File: config.mk
export PLATFORM = sky130hd
export DESIGN_NAME = pru_ram
export DESIGN_NICKNAME = d
export VERILOG_FILES = /design/src/hw/rtl/png_row_unfilter_unit_assert.svh /design/src/hw/rtl/pru_ram.sv
export SDC_FILE = /design/constraint.sdc
export NUM_CORES = 2
export LEC_CHECK = 0
export BUFFER_PORTS_ARGS = -buffer_cell sky130_fd_sc_hd__buf_2
export CORE_UTILIZATION = 50
export CTS_BUF_LIST = sky130_fd_sc_hd__clkbuf_16
export DETAILED_ROUTE_END_ITERATION = 10
export PLACE_DENSITY = 0.65
export SYNTH_ARGS = -nofsm -noshare
export SYNTH_HDL_FRONTEND = slang
export SYNTH_SLANG_ARGS = --single-unit
File: constraint.sdc
create_clock -name clock -period 2.7 [get_ports clock]
set_input_delay 0 -clock clock [delete_from_list [all_inputs] [get_ports clock]]
set_output_delay 0 -clock clock [all_outputs]
set_load 0.02 [all_outputs]
File: src/hw/rtl/png_row_unfilter_unit_assert.svh
// Assertion macros shared by the row unfilter RTL.
`ifndef PNG_ROW_UNFILTER_UNIT_ASSERT_SVH
`define PNG_ROW_UNFILTER_UNIT_ASSERT_SVH

// Same-cycle implication, disabled during reset
`define PRU_ASSERT_NOW(label, clk, rst, ante, cons) \
   label: assert property (@(posedge clk) disable iff (rst) (ante) |-> (cons)) \
      else $error("pru assertion failed");

// Next-cycle implication, disabled during reset
`define PRU_ASSERT_NEXT(label, clk, rst, ante, cons) \
   label: assert property (@(posedge clk) disable iff (rst) (ante) |=> (cons)) \
      else $error("pru assertion failed");

`endif

File: src/hw/rtl/pru_ram.sv
// Generic single-write, single-read RAM with registered read data.
module pru_ram #(
   parameter int WIDTH = 8,
   parameter int DEPTH = 256
) (
   input  logic                     clock,
   input  logic                     wr_en,
   input  logic [$clog2(DEPTH)-1:0] wr_addr,
   input  logic [WIDTH-1:0]         wr_data,
   input  logic                     rd_en,
   input  logic [$clog2(DEPTH)-1:0] rd_addr,
   output logic [WIDTH-1:0]         rd_data
);

   logic [WIDTH-1:0] mem [DEPTH];
   logic [WIDTH-1:0] rd_data_ff;

   // Write port
   always_ff @(posedge clock) begin
      if (wr_en) begin
         mem[wr_addr] <= wr_data;
      end
   end

   // Read port, old data on a same-address write
   always_ff @(posedge clock) begin
      if (rd_en) begin
         rd_data_ff <= mem[rd_addr];
      end
   end

   assign rd_data = rd_data_ff;

endmodule
# Yosys cells after proc, flatten, opt, wreduce, memory -nomap -nowiden
# Memories as Yosys holds them, arrays and structs flattened. A register that Yosys moved wholly into a read port is not among the register bits.
# Index checks and enable logic that the tools add are counted.
[totals] mem_bits_rw=2048 elab_cells=3 mem_count=1 ff_bits=0 inputBits=27 out_inout_bits=8
[memory_table] name="mem" depth=256 word_bits=8 read_ports=1 rd_ports_with_merged_regs=1 wr=1 line="pru_ram.sv:15" rtl="logic [WIDTH-1:0] mem [DEPTH];"
[op_classes] mux=2
[ops] cell="two-way mux 1 bit" n=2

# Longest topological paths before layout
[logic_depth] ltp_word=2 ltp_mapped=11

# Worst setup path after synthesis
# Ideal clock, no wire load.
[synth_timing] path_type="input-to-reg" start="in rd_addr[0]" end="reg rd_data_ff[2], in the netlist rd_data[2], read port of mem, data pin" t_arrival_ns=1.807 required_ns=2.431 path_buffers=4 setup_time_ns=0.269 stages=9 path_slack_ns=0.624 path_cell_list="buf_6 buf_12 buf_8 buf_2 mux4_2 a22oi_1 a21oi_1 nor4_1 nor4_2"
[synth_lines] item="start, declared" line="pru_ram.sv:11" rtl="input logic [$clog2(DEPTH)-1:0] rd_addr,"
[synth_lines] item="end, declared" line="pru_ram.sv:16" rtl="logic [WIDTH-1:0] rd_data_ff;"

==> flow_summary.toml <==
[route]
dr.pass1.iters = 6
drtAntennaViolNets = 0
viasPerCell = 6.16
post-route-drc-count = 0
vias = 40300
wl_per_cell_um = 29.7
routed_wl_mm = 195
drt_iter0_markers = 4652

[synthesis]
synth_seq_cells = 2056
synth.distinct_cells = 54
async_flop_share = 0
syn_avg_cell_area_um2 = 21.3
ys.flop_type = "edfxtp_1"
ys_seq_area_frac = 0.775
syn_inst = 3733
syn-cell-area_um2 = 79600
synth_edf_count = 2056
ys_warn_count = 0
syn-num-nets = 3760

[placed_design]
dp.cells = 6147
pre_cts_slack_ns = -0.417
hpwl_mm = 125
gp_congestion = 0.847
dpl_cell_area_um2 = 85800
io_buffers = 34

[critical_path]
crit_path_end_kind = "flop"
setup.worst_path.start_class = "flop"
worstPathRequired_ns = 3.30
critPathMaxStageDelay_ns = 0.57
cp_max_fo = 1
critPathSlowestCell = "nor4_1"
worstPathArrival_ns = 3.26
path_class = "reg2reg"
crit_top_cell = "mux4_2"
worstPathCellList = "mux4_2 -> mux4_2 -> nor2b_1 -> nor4_1 -> buf_4 -> nor4_2"

[worst_hold_path]
hold_class = "in2reg"

[floorplanning]
num_rows = 146
die_area_um2 = 161000
pin_count = 35
start_util = 0.503
die_w_um = 401
coreArea_um2 = 158000
die_h_um = 401

[pwr]
pwr-share-clk = 0.415
intPower_uw = 51900
pwr-share-comb = 0.052
p_seq_frac = 0.533
cellLeakagePower_uw = 0.0299
p_switching_uw = 14200
swShare = 0.215
power_density_nw_per_um2 = 714
vdd_drop_max_uv = 688

[clocking]
clk_latency_ns = 0.85
root_buffer = "clkbuf_16"
clock_path_buffers = 3
cts.sinks = 2056
cts_setup_buffers = 0
clkTransAtPathRegs_ns = 0.06
cts_made_buffers = 201
cts_max_level = 4
cts_tree = "done"

[cells_and_area]
final_cells = 6540
area_growth_pct = 16.2
nets = 4325
postLayoutCellArea_um2 = 92600
drive_gt1_frac = 0.296

[grt]
grt_pass1_wl_mm = 284
track_usage = 0.244
grt_pass1_vias = 40600
grt_antenna_before_repair = 8
grt-ovfl-total = 0
grt_max_degree = 131

[timing]
period_share = 0.983
fin_crit_ns = 2.65
rsz0062_at_grt = "no"
hold_violations = 0
final.setup_skew_ns = 0.0558
fmax_mhz = 377
setup_viol_count_final = 0
worst_slew_pin_slew_ns = 1.01
maxSlewHeadroom = 0.319
holdWs_ns = 0.149
worst_slack_ns = 0.0454
finalSetupTns_ns = 0
slew_viol_final = 0

[flow_run]
drv_cap = 0

[outcome]
status = "finished clean"
-- stage by stage --
| step | total power (µW) | util |
|---|---|---|
| 2_1_floorplan | 37600 | - |
| 3_3_place_gp | 39300 | 0.543 |
| 3_5_place_dp | 39400 | 0.543 |
| 4_1_cts | 66500 | 0.585 |
| 5_1_grt | 67900 | 0.585 |
| 6_report | 66100 | 0.585 |
-- Yosys cell counts (3+ instances only) --
library cell / count / area share
buf_8: 13 / 0.0025
a211oi_1: 16 / 0.0015
nor4_1: 24 / 0.0019
o211ai_1: 10 / 0.00094
buf_12: 8 / 0.0020
a21oi_1: 96 / 0.0060
a22oi_1: 133 / 0.013
buf_4: 27 / 0.0025
nor3_1: 22 / 0.0014
clkbuf_1: 111 / 0.0052
buf_2: 31 / 0.0019
o221ai_1: 46 / 0.0051
and2_1: 6 / 0.00047
o22ai_1: 28 / 0.0022
o32ai_1: 4 / 0.00044
nor2b_1: 31 / 0.0024
o22a_1: 5 / 0.00055
nor4_2: 3 / 0.00047
mux4_2: 454 / 0.13
nand2b_1: 8 / 0.00063
mux2i_1: 134 / 0.017
a221oi_1: 13 / 0.0014
or2_2: 4 / 0.00031
edfxtp_1: 2056 / 0.78
nor2_1: 282 / 0.013
nand2_1: 33 / 0.0016
buf_6: 21 / 0.0030
nand4_1: 10 / 0.00079
o21ai_0: 10 / 0.00063
buf_1: 22 / 0.0010
a22o_1: 8 / 0.00088
nand3_1: 34 / 0.0021
-- metal layers --
layer	wire [µm]	part of all wire	GRT usage
met1	79500	0.41	0.355
met2	93400	0.48	0.384
met3	16700	0.086	0.0451
met4	4860	0.025	0.0660
met5	73	0.00038	0
-- what timing repair did --
item | CTS | global route
setup endpoints to repair | 0 | 1
hold buffers | 20 | 0
resized for setup | 0 | 1
endpoints found under the hold margin | 1770 | 0
-- kinds of logic after synthesis --
family,share of synthesized area
AOI/OAI and AO/OA,0.0342
buffers and inverters,0.0183
DFF,0.775
muxes,0.146
and+or+nand+nor,0.0263
-- path summary, 6_finish.rpt --
check / startpoint / endpoint / slack (ns) / cells past startpoint
min reg2reg: mem[40][3] / rd_data[3] / 1.19 / 7
max: mem[66][2] / rd_data[2] / 0.05 / 6
max reg2reg: mem[66][2] / rd_data[2] / 0.05 / 6
min: rd_en / rd_data[0] / 0.15 / 2
-- state kept, by name, summed over array words and instances (netlist names) --
name / flops
rd_data: 8
mem: 2048
-- worst max-delay path, delay by kind of cell (launching register included) --
family / cells / cell delay [ns]
flip-flops: 1 / 0.37
multiplexers: 2 / 0.98
buffers and inverters: 1 / 0.23
AND/OR/NAND/NOR: 3 / 0.85
-- area by class of cell --
cell class                 instances  area (µm²)
fill                           11300       65600
sequential                      2056       61700
multi-input combinational       1442       16500
timing repair buffer             595        5210
clock buffer                     201        5030
tap                             2072        2590
clock inverter                   170        1490
inverter                           2        7.51
antenna                            2        5.00
-- placed cells by master, fill, tap and decap left out, types with 4 or more instances in the layout --
cell,count
edfxtp_1,2056
a211oi_1,16
clkinv_16,8
o32ai_1,4
mux2i_1,134
o21ai_0,10
nor4_2,4
clkinv_2,34
a22o_1,8
buf_8,10
buf_4,489
o221ai_1,46
nor3_1,22
nand2b_1,8
o22ai_1,28
or2_2,4
a221oi_1,13
buf_12,54
nand3_1,34
nor2b_1,28
bufinv_16,19
o22a_1,5
clkbuf_16,201
a22oi_1,133
nor4_1,23
mux4_2,454
nand4_1,10
nor2_1,279
a21oi_1,96
buf_2,22
inv_1,49
clkinv_1,51
nand2_1,33
o211ai_1,10
and2_1,6
dlygate4sd3_1,20
-- power groups by stage --
stage                     clock, µW  combinational (µW)  sequential, µW
after floorplan                   0                1710           35900
after global placement            0                3390           35900
after detailed placement          0                3430           35900
after CTS                     27800                3470           35200
after global routing          29000                3640           35200
final                         27400                3450           35200
Note: power is estimated with default switching activity, not from simulation.
